`config.mk`:
```
export PLATFORM = sky130hd
export DESIGN_NAME = frbt_front
export DESIGN_NICKNAME = d
export VERILOG_FILES = /design/src/sv/frbt_pkg.sv /design/src/sv/frbt_front.sv
export SDC_FILE = /design/constraint.sdc
export NUM_CORES = 1
export LEC_CHECK = 0
export BUFFER_PORTS_ARGS = -buffer_cell sky130_fd_sc_hd__clkbuf_2
export CORE_ASPECT_RATIO = 0.75
export CORE_MARGIN = 4
export CORE_UTILIZATION = 43
export DETAILED_ROUTE_END_ITERATION = 16
export GPL_TIMING_DRIVEN = 0
export PLACE_DENSITY = 0.85
export SKIP_LAST_GASP = 1
export SLEW_MARGIN = 5
export SYNTH_ARGS = -nofsm -noshare
export SYNTH_HDL_FRONTEND = slang
export SYNTH_SLANG_ARGS = --single-unit
export TNS_END_PERCENT = 50
```
`constraint.sdc`:
```
create_clock -name vclk -period 3.02
set_clock_uncertainty 0.15 [all_clocks]
set_input_delay 0.151 -clock vclk [all_inputs]
set_output_delay 0.151 -clock vclk [all_outputs]
set_load 0.02 [all_outputs]
```
`src/sv/frbt_pkg.sv`:
```
// Package for the free block remap translator.
// Holds shared constants, opcodes, status codes, the command record and the sequencer states.
// No dependencies.
package frbt_pkg;

	localparam int MAX_BLOCKS   = 65536;
	localparam int MAX_SEGMENTS = 64;
	localparam int BLK_W        = $clog2(MAX_BLOCKS);
	localparam int CNT_W        = 17;
	localparam int POS_W        = $clog2(MAX_BLOCKS / 8) + 1;
	localparam int SEG_W        = $clog2(MAX_SEGMENTS + 1);
	localparam int BYTE_BITS    = 8;
	localparam int BIT_W        = $clog2(BYTE_BITS);

	localparam logic [4:0] SHIFT_MIN   = 5'd9;
	localparam logic [4:0] SHIFT_MAX   = 5'd16;
	localparam logic [4:0] SHIFT_RESET = 5'd12;

	localparam logic [1:0] MODE_CLEAR = 2'd0;
	localparam logic [1:0] MODE_LOAD  = 2'd1;
	localparam logic [1:0] MODE_READ  = 2'd2;

	localparam logic [1:0] STAT_OK       = 2'd0;
	localparam logic [1:0] STAT_BEYOND   = 2'd1;
	localparam logic [1:0] STAT_TOO_MANY = 2'd2;

	localparam logic REG_BLOCK_SHIFT = 1'b0;
	localparam logic REG_MAP_BLOCKS  = 1'b1;

	typedef enum logic [1:0] {
		OP_CLEAR,
		OP_LOAD,
		OP_READ,
		OP_NONE
	} op_t;

	typedef struct packed {
		op_t         op;
		logic [7:0]  bitmap_byte;
		logic [31:0] offset;
		logic [31:0] count;
		logic [32:0] req_end;
	} cmd_t;

	typedef enum logic [2:0] {
		ST_IDLE,
		ST_LOAD,
		ST_CHECK,
		ST_DECIDE,
		ST_ADDR,
		ST_SEG,
		ST_SINGLE
	} state_t;

	typedef struct packed {
		logic pop;
		logic ram_we;
		logic ram_re;
		logic emit_seg;
		logic emit_single;
	} back_ctl_t;

endpackage

```
`src/sv/frbt_front.sv`:
```
// Front end: accepts input transactions, classifies the mode and precomputes the request end.
// Depends on frbt_pkg.
module frbt_front import frbt_pkg::*; (
	input  logic        item_valid,
	input  logic [1:0]  mode,
	input  logic [7:0]  bitmap_byte,
	input  logic [31:0] request_offset,
	input  logic [31:0] request_count,
	input  logic        queue_full,
	output logic        push,
	output cmd_t        cmd
);

	op_t op;

	always_comb begin
		case (mode)
			MODE_CLEAR: op = OP_CLEAR;
			MODE_LOAD:  op = OP_LOAD;
			MODE_READ:  op = OP_READ;
			default:    op = OP_NONE;
		endcase
	end

	assign push            = item_valid && !queue_full;
	assign cmd.op          = op;
	assign cmd.bitmap_byte = bitmap_byte;
	assign cmd.offset      = request_offset;
	assign cmd.count       = request_count;
	assign cmd.req_end     = {1'b0, request_offset} + {1'b0, request_count};

endmodule

```
Word-level counts from Yosys, hierarchy flattened --
Cells that the tools add are included.
Word-level totals: bits in registers 0, latch bits 0, bits in writable memories 0, ROM bits 0, input port bits 76, logic and storage cells 7, memories 0
Cells by class: add/sub/neg operators 1, $mul 0, div/mod/pow operators 0, $lt $le $gt $ge 0, equal/unequal tests 2, shifts and indexed selects 0, multiplexer cells 1, bitwise logic cells 0, reduce and logical (&&, ||, !) cells 3
Operators by type and width (count):
- 32-bit by 32-bit adder with 33-bit output | 1
- 2-bit case mux with 3 select lines | 1
- 2-bit by 1-bit == test with 1-bit output, second input constant | 1
- 2-bit == test, second input constant | 1
- 2-bit logical NOT | 1
- 1-bit logical AND | 1
- 1-bit logical NOT | 1

Longest topological paths before layout --
depth after elaboration 2, depth in mapped cells 9, depth with buffers taken out 8

Least setup slack after synthesis --
No wires, ideal clock.
path type input -> output, from input port request_offset[26], to output port cmd[31] (netlist name), arrival 2.201 ns, slack 0.518 ns, stages 8, buffers on the path 1, cell sequence ha_1 clkbuf_1 and3_1 a221o_1 o41ai_2 mux2i_1 o211ai_1 nor3_1
RTL lines:
- start: declaration | line frbt_front.sv:7 | input logic [31:0] request_offset,
- end: declaration | line frbt_front.sv:11 | output cmd_t cmd

==> results.ini <==
[run_status]
status=completed

[sta]
finalCritPeriodShare_pct=93.1
finalSetupTns_ns=0
fmax_mhz=356
fin_ws_ns=0.210
finalSetupViolCount=0
final_hold_viol_count=0
slew_viol_final=0
worst_slew_pin_slew_ns=0.619
slew-limit-headroom_pct=58.7
rsz0062_at_grt=false
period_needed_ns=2.81

[logic_synthesis]
yosysSeqAreaShare_pct=0
synth_top_cell_by_area=buf_4
synth_area_leaders=buf_4, ha_1, a21oi_1, xnor2_1, a21o_1
synth_most_common_cell=buf_4
synth_cell_types=52
synth_cells=349
synth.top_cell.area_share_pct=22.0
syn-cell-area_um2=2460
synthTopCellsByCount=buf_4, a21oi_1, ha_1
synthesis.nets=458
avgSynthCellArea_um2=7.04
yosys_warnings=0

[routing]
drt-initial-drc-count=156
post_drt_wl_per_cell_um=13.2
ant_nets=0
finalWirelength_mm=7.91
via_per_inst=5.14
drc_errors=0
dr.pass1.iters=4
vias=3073

[setup_path]
start_kind=input pin
end_kind=primary output
critical_path_class=in2out
cp_max_fo=3
required_ns=2.72
worstPathArrival_ns=2.51

[floorplanning]
die-area_um2=7000
die_w_um=95.3
initial_utilization_pct=45.2
coreArea_um2=5440
die_y_um=73.5
row_count=23
io_pins=184

[worst_hold_path]
hp-class=in2out

[job]
cap_violations=0

[power_and_ir_drop]
p_leak_nw=1.93
p_per_area_nw_per_um2=270
ir_worst_vdd_v=0.000182
power.total_w=0.000925

[global_route]
gr-usage-all-layers_pct=21.6
grt_pass1_wl_mm=12.7
antenna_found_initial=0
grt_max_degree=11
grt.overflow.total=0
grt_pass1_vias=2914

[placement]
port_buffers=174
place_hpwl_mm=7.13
place_congestion=0.941
pre_cts_ws_ns=0.246

[cells_and_area]
drive_gt1_share_pct=49.9
n_antenna_cell=0
area_delta_synth_final_pct=39.5
regArea_um2=0
layout.nets=634
fillCellCount=519
design.seq.count=0
n_clock_buffer=0

[clock_network]
post_cts_buffers=0

## what timing repair did
action	4_1_cts	5_1_grt
hold buffers	0	0
endpoints found under the setup margin	0	1
resized for setup	0	2
## stage by stage
stage                     area (um2)  util [%]  hold slack (ns)  std cells
after floorplan                 2460         -            0.230        349
after global placement          3420      62.9            0.362        598
after detailed placement        3420      62.9            0.363        598
after CTS                       3420      62.9            0.365        598
after global routing            3430      63.0            0.372        598
final                           3430      63.0            0.362        598
## routing by layer
metal / wire length [um] / vias up / GRT usage, % / part of all wire [%]
met2: 3730 / 153 / 38.6 / 47
met3: 831 / 16 / 4.30 / 11
met1: 3220 / 1331 / 27.1 / 41
li1: - / 1573 / - / -
met5: 0 / - / 0 / 0
met4: 126 / 0 / 4.00 / 1.6
## worst max-delay path: stages
cell      delay, ns
clkbuf_2       0.09
ha_1           0.22
fa_1           0.43
a211oi_1       0.33
o211ai_1       0.19
a21oi_1        0.27
nor3_1         0.13
or2_2          0.31
o211a_1        0.23
clkbuf_2       0.15
## cells in the final DEF, fill, tap and decap left out, types with 3 or more instances in the layout
master,Yosys,final
o211ai_1,5,5
o21bai_1,3,3
buf_4,72,72
o21ai_0,13,13
inv_1,8,8
a21oi_1,38,38
nand3_1,14,14
nor2_1,19,19
nor3_1,6,6
xor2_1,11,11
and3_1,5,5
o21a_1,5,5
or2_2,3,3
nand2_1,21,21
clkbuf_1,8,8
a211oi_1,8,8
o31ai_1,3,3
xnor2_1,16,16
a21o_1,13,13
a31oi_1,4,4
ha_1,32,32
clkbuf_2,0,174
## path summary, 6_finish.rpt
path / from / to / slack [ns] / cells past startpoint
min: mode[1] / cmd[106] / 0.36 / 2
max: request_offset[0] / cmd[28] / 0.21 / 10
## power by group
group	internal (W)	leakage, nW	switching, W	total [W]
sequential	0	0	0	0
combinational	0.000371	1.93	0.000554	0.000925
clock	0	0	0	0
## layout make-up
cell class	instances	area, um2	share of cell area (%)
well taps	75	93.8	2.74
plain buffers	83	592	17.3
repair buffers	174	871	25.4
inverters	8	30.0	0.876
multi-input cells	258	1840	53.7
## logic make-up after synthesis
logic type	share of synthesized area (%)
fa+ha+maj	17.1
mux	0.815
compound gates	30.0
buf+inv	25.3
xor+xnor	9.63
simple gates	17.1
Power figures use the tool's default switching activity.
