$ cat config.mk
export PLATFORM = sky130hd
export DESIGN_NAME = frbt_queue
export DESIGN_NICKNAME = d
export VERILOG_FILES = /design/src/sv/frbt_pkg.sv /design/src/sv/frbt_queue.sv
export SDC_FILE = /design/constraint.sdc
export NUM_CORES = 1
export LEC_CHECK = 0
export BUFFER_PORTS_ARGS = -buffer_cell sky130_fd_sc_hd__buf_2
export CORE_MARGIN = 2
export CORE_UTILIZATION = 50
export CTS_BUF_LIST = sky130_fd_sc_hd__clkbuf_4 sky130_fd_sc_hd__clkbuf_8
export DETAILED_ROUTE_END_ITERATION = 16
export PLACE_DENSITY = 0.81
export RECOVER_POWER = 25
export SYNTH_ARGS = -nofsm -noshare
export SYNTH_HDL_FRONTEND = slang
export SYNTH_SLANG_ARGS = --single-unit
$ cat constraint.sdc
create_clock -name clk -period 15.9 [get_ports clk]
set_clock_uncertainty 0.1 [all_clocks]
set_input_delay 3.18 -clock clk [delete_from_list [all_inputs] [get_ports clk]]
set_output_delay 3.18 -clock clk [all_outputs]
set_load 0.02 [all_outputs]
$ cat src/sv/frbt_pkg.sv
// Package for the free block remap translator.
// Holds shared constants, opcodes, status codes, the command record and the sequencer states.
// No dependencies.
package frbt_pkg;

	localparam int MAX_BLOCKS   = 65536;
	localparam int MAX_SEGMENTS = 64;
	localparam int BLK_W        = $clog2(MAX_BLOCKS);
	localparam int CNT_W        = 17;
	localparam int POS_W        = $clog2(MAX_BLOCKS / 8) + 1;
	localparam int SEG_W        = $clog2(MAX_SEGMENTS + 1);
	localparam int BYTE_BITS    = 8;
	localparam int BIT_W        = $clog2(BYTE_BITS);

	localparam logic [4:0] SHIFT_MIN   = 5'd9;
	localparam logic [4:0] SHIFT_MAX   = 5'd16;
	localparam logic [4:0] SHIFT_RESET = 5'd12;

	localparam logic [1:0] MODE_CLEAR = 2'd0;
	localparam logic [1:0] MODE_LOAD  = 2'd1;
	localparam logic [1:0] MODE_READ  = 2'd2;

	localparam logic [1:0] STAT_OK       = 2'd0;
	localparam logic [1:0] STAT_BEYOND   = 2'd1;
	localparam logic [1:0] STAT_TOO_MANY = 2'd2;

	localparam logic REG_BLOCK_SHIFT = 1'b0;
	localparam logic REG_MAP_BLOCKS  = 1'b1;

	typedef enum logic [1:0] {
		OP_CLEAR,
		OP_LOAD,
		OP_READ,
		OP_NONE
	} op_t;

	typedef struct packed {
		op_t         op;
		logic [7:0]  bitmap_byte;
		logic [31:0] offset;
		logic [31:0] count;
		logic [32:0] req_end;
	} cmd_t;

	typedef enum logic [2:0] {
		ST_IDLE,
		ST_LOAD,
		ST_CHECK,
		ST_DECIDE,
		ST_ADDR,
		ST_SEG,
		ST_SINGLE
	} state_t;

	typedef struct packed {
		logic pop;
		logic ram_we;
		logic ram_re;
		logic emit_seg;
		logic emit_single;
	} back_ctl_t;

endpackage

$ cat src/sv/frbt_queue.sv
// Two-entry command queue between the front end and the sequencer.
// Depends on frbt_pkg.
module frbt_queue import frbt_pkg::*; (
	input  logic clk,
	input  logic arst_n,
	input  logic push,
	input  cmd_t push_cmd,
	input  logic pop,
	output logic full,
	output logic head_valid,
	output cmd_t head_cmd
);

	cmd_t       entry_q [2];
	logic       wr_ptr_q;
	logic       rd_ptr_q;
	logic [1:0] fill_q;

	assign full       = (fill_q == 2'd2);
	assign head_valid = (fill_q != 2'd0);
	assign head_cmd   = entry_q[rd_ptr_q];

	always_ff @(posedge clk) begin
		if (push) begin
			entry_q[wr_ptr_q] <= push_cmd;
		end
	end

	always_ff @(posedge clk or negedge arst_n) begin
		if (!arst_n) begin
			wr_ptr_q <= 1'b0;
			rd_ptr_q <= 1'b0;
			fill_q   <= 2'd0;
		end else begin
			if (push) begin
				wr_ptr_q <= ~wr_ptr_q;
			end
			if (pop) begin
				rd_ptr_q <= ~rd_ptr_q;
			end
			case ({push, pop})
				2'b10:   fill_q <= fill_q + 2'd1;
				2'b01:   fill_q <= fill_q - 2'd1;
				default: fill_q <= fill_q;
			endcase
		end
	end

endmodule

After elaboration in Yosys (flattened, before gate mapping)
Memories as Yosys holds them, arrays and structs flattened. Index checks and enable logic that the tools add are counted.

Flip-flop bits (word level): 4. RAM bits: 214. Bits of input ports: 111. Output and inout bits: 109. Logic and storage cells: 16. Memories: 1.

Add/subtract/negate cells: 2. Equal/unequal tests: 3. Multiplexer cells: 3. Bitwise operators: 2. Reduce and logical (&&, ||, !) cells: 2.

Memories: entry_q (words 2, width 107, read ports 1, clocked after memory_dff 0, write ports 1, RTL line frbt_queue.sv:14) `cmd_t entry_q [2];`.

Operators with widths (number): == test 2 bit, second input constant (2); one-hot mux 2 bit (2 select lines) (1); nonzero test 2 bit (2); adder 2 x 1 -> 2 bit, second input constant (1); == test 2 x 1 -> 1 bit, second input constant (1); two-way mux 1 bit (2); inverter 1 bit (2); subtractor 2 x 1 -> 2 bit, second input constant (1).

Depth between registers and ports, before layout
Word-level depth: 2. Gate-level depth with buffers: 5. Gate-level depth less buffers: 5.

Worst setup path before layout
No wires, ideal clock.

Path type: input port to flip-flop. From: input push. To: memory entry_q[0][0] (netlist bit) (enable). Setup time: 577 ps. Arrival: 7721 ps. Path slack: 7502 ps. Stages: 2. Path buffers: 0. Cell sequence: inv_1 -> nor2_1.

Word-level cells in the longest chain between the ends: 2.

Ends and longest elaborated chain: from (decl) (RTL line frbt_queue.sv:6) `input logic push,`; two-way mux 1 bit (RTL line frbt_queue.sv:24) `if (push) begin`; two-way mux 1 bit (implied by the code) (RTL line frbt_queue.sv:25) `entry_q[wr_ptr_q] <= push_cmd;`; to (decl) (RTL line frbt_queue.sv:14).

No other way between the ends.

==> results by group <==
STA
  • Rel. slew slack: 34.0%
  • Hold Violations, Final: 0
  • Fmax: 164 MHz
  • Setup Total Neg Slack: 0 ps
  • Final Setup Violations: 0
  • Min Hold Slack: 393 ps
  • Post-layout min period: 6100 ps
  • Period utilization: 38.3%
  • Setup ws final: 9800 ps
  • Max-slew violations: 0
  • RSZ-0062 raised after global routing: no
  • Least-Margin Pin Slew: 988 ps

Min path
  • Worst hold path type: reg -> reg
  • Hold Path Stages: 1

Clocking
  • Clk Latency, worst-skew pair: 490 ps
  • Hold_buf cts: 0
  • CTS H-tree lvls: 2
  • Clk root buf: clkbuf_8
  • Clock Sinks: 218
  • Clk buf depth: 3
  • Post CTS Setup Buffer Count: 0
  • Post-cts sizing count: 0
  • CTS tree: yes
  • Num CTS Buffers: 35
  • CTS clk-pin slew, worst paths: 60 ps

Drt
  • Via Count: 4,079
  • Wirelength per Cell: 17.5 µm
  • DR iter-0 viols: 168
  • WL final: 14,500 µm
  • DR pass1 iterations: 4
  • Drt drc: 0
  • Via density: 4.92
  • DRT antenna net count: 0

Floorplan
  • Initial Utilization: 50.8%
  • Die span in x: 130 µm
  • IO Pins: 220
  • Die ar.: 17,000 µm²
  • Core Region: 15,700 µm²
  • Site Rows: 46
  • Chip height: 130 µm

Yosys
  • Syn Std Cell Area: 7980 µm²
  • Sequential fraction of the synthesis area: 81.8%
  • Syn Nets: 461
  • Synth cell count leaders: edfxtp_1 (214), mux2_2 (87), mux2_4 (20)
  • Post-synth cell types: 14
  • Post-synth EDFFs: 214
  • Asr flop ratio synth: 1.83%
  • Top cell type's share of synthesized area: 80.6%
  • Post-synth top area cell: edfxtp_1
  • Yosys reg bits: 218
  • Ranking of synthesized cells by area: edfxtp_1 (81%), mux2_2 (12%), mux2_4 (3.8%)
  • Syn. warnings: 0
  • Top FF cell, synth: edfxtp_1
  • Most frequent cell after synthesis: edfxtp_1
  • Syn Inst Count: 349
  • Syn_area_per_cell: 22.9 µm²

Status
  • Status: finished, final reports clean

Setup path
  • Critical Path RT: 12,620 ps
  • Worst-case reg-to-reg path depth: 2
  • CP Max Fanout: 55
  • Arr. time, crit path: 2820 ps
  • Critical Path Sink Type: output pin
  • Worst Path Class, Setup: reg -> out
  • Worst setup SP type: flip-flop

Global routing
  • Initial antenna violation count: 1
  • All-Layer GR Usage: 16.6%
  • First-pass GRT wire length: 21,300 µm
  • GR Overflow Total: 0
  • Vias in the first global route: 4,373
  • Largest net degree at the start of global routing: 74

Place
  • RePlAce Congestion: 0.742
  • Pre-CTS setup slack: 10,270 ps
  • DP Wirelength: 9500 µm
  • Port Buffer Count: 219

Flow run
  • MaxCap Viol Count: 0

Finish
  • Share of cells above drive strength 1: 59.4%
  • Fillers: 1,159
  • Final #Nets: 708
  • Syn-to-layout area delta: 24.4%
  • Diode count: 0

Power and ir drop
  • Leak: 3.77 nW
  • Peak supply drop: 0.158 mV
  • Power Dens Cells: 185 nW/µm²
worst max-delay path, stage by stage, from the launching register on:
cell and delay [ps]:
dfrtp_4 900, buf_4 760, mux2_2 420, buf_2 160
where the power goes:
group / total [mW] / internal [mW] / switching [mW]
clock: 0.455 / 0.263 / 0.192
sequential: 0.819 / 0.765 / 0.0537
combinational: 0.559 / 0.232 / 0.326
total: 1.83 / 1.26 / 0.572
final cells by class:
class / instances / area [µm²] / area share (%)
tap: 216 / 270 / 2.72
clock buffer: 51 / 621 / 6.25
clock inverter: 3 / 38.8 / 0.391
sequential: 218 / 6530 / 65.8
multi-input combinational: 118 / 1370 / 13.8
timing repair buffer: 222 / 1090 / 11.0
inverter: 1 / 3.75 / 0.0378
metal layers:
metal / track usage (%) / vias up / part of all wire, %
met3: 7.42 / 29 / 9.5
met1: 18.8 / 1999 / 38
met2: 28.2 / 166 / 50
li1: - / 1883 / -
met5: 0 / - / 0.055
met4: 5.95 / 2 / 2.1
final timing paths:
kind,from,endpoint,slack (ps)
max in group asynchronous,arst_n,rd_ptr_q,13040
max reg2reg,wr_ptr_q,entry_q[0][84],13240
min in group asynchronous,arst_n,fill_q[0],2420
min reg2reg,fill_q[1],fill_q[1],390
min,fill_q[1],fill_q[1],390
max,rd_ptr_q,head_cmd[33],9800
sequential cells by signal (all words and copies together) (netlist names):
register	cells
rd_ptr_q	1
wr_ptr_q	1
entry_q	214
fill_q	2
cells by family (layout without fill, tap and decap cells):
logic type | after synthesis | after routing | share of synthesized area [%]
flops | 218 | 218 | 81.8
mux | 107 | 107 | 16.0
buf+inv | 13 | 277 | 1.11
xor+xnor | 5 | 5 | 0.549
simple gates | 5 | 5 | 0.330
fa+ha+maj | 1 | 1 | 0.157
layout by cell type, fill, tap and decap left out:
cell	synthesis	final
and2_4	0	1
buf_2	8	197
buf_4	0	3
bufinv_16	0	1
clkbuf_1	0	22
clkbuf_4	0	13
clkbuf_8	0	38
clkinv_1	0	1
clkinv_2	0	1
dfrtp_1	4	3
dfrtp_4	0	1
edfxtp_1	214	214
ha_1	1	1
inv_1	1	1
mux2_2	87	87
mux2_4	20	20
nor2_1	2	1
nor2_4	0	1
nor2b_1	1	1
or2_2	1	1
xnor2_1	2	2
xor2_1	3	3
per-stage QoR:
step / instance area [µm²] / cells / power (mW) / utilization [%]
after floorplan: 7980 / 349 / 1.24 / -
after global placement: 9300 / 775 / 1.38 / 59.2
after detailed placement: 9300 / 775 / 1.40 / 59.2
after CTS: 9950 / 829 / 1.86 / 63.4
after global routing: 9930 / 829 / 1.92 / 63.2
final: 9930 / 829 / 1.83 / 63.2
(Power assumes the default switching activity.)
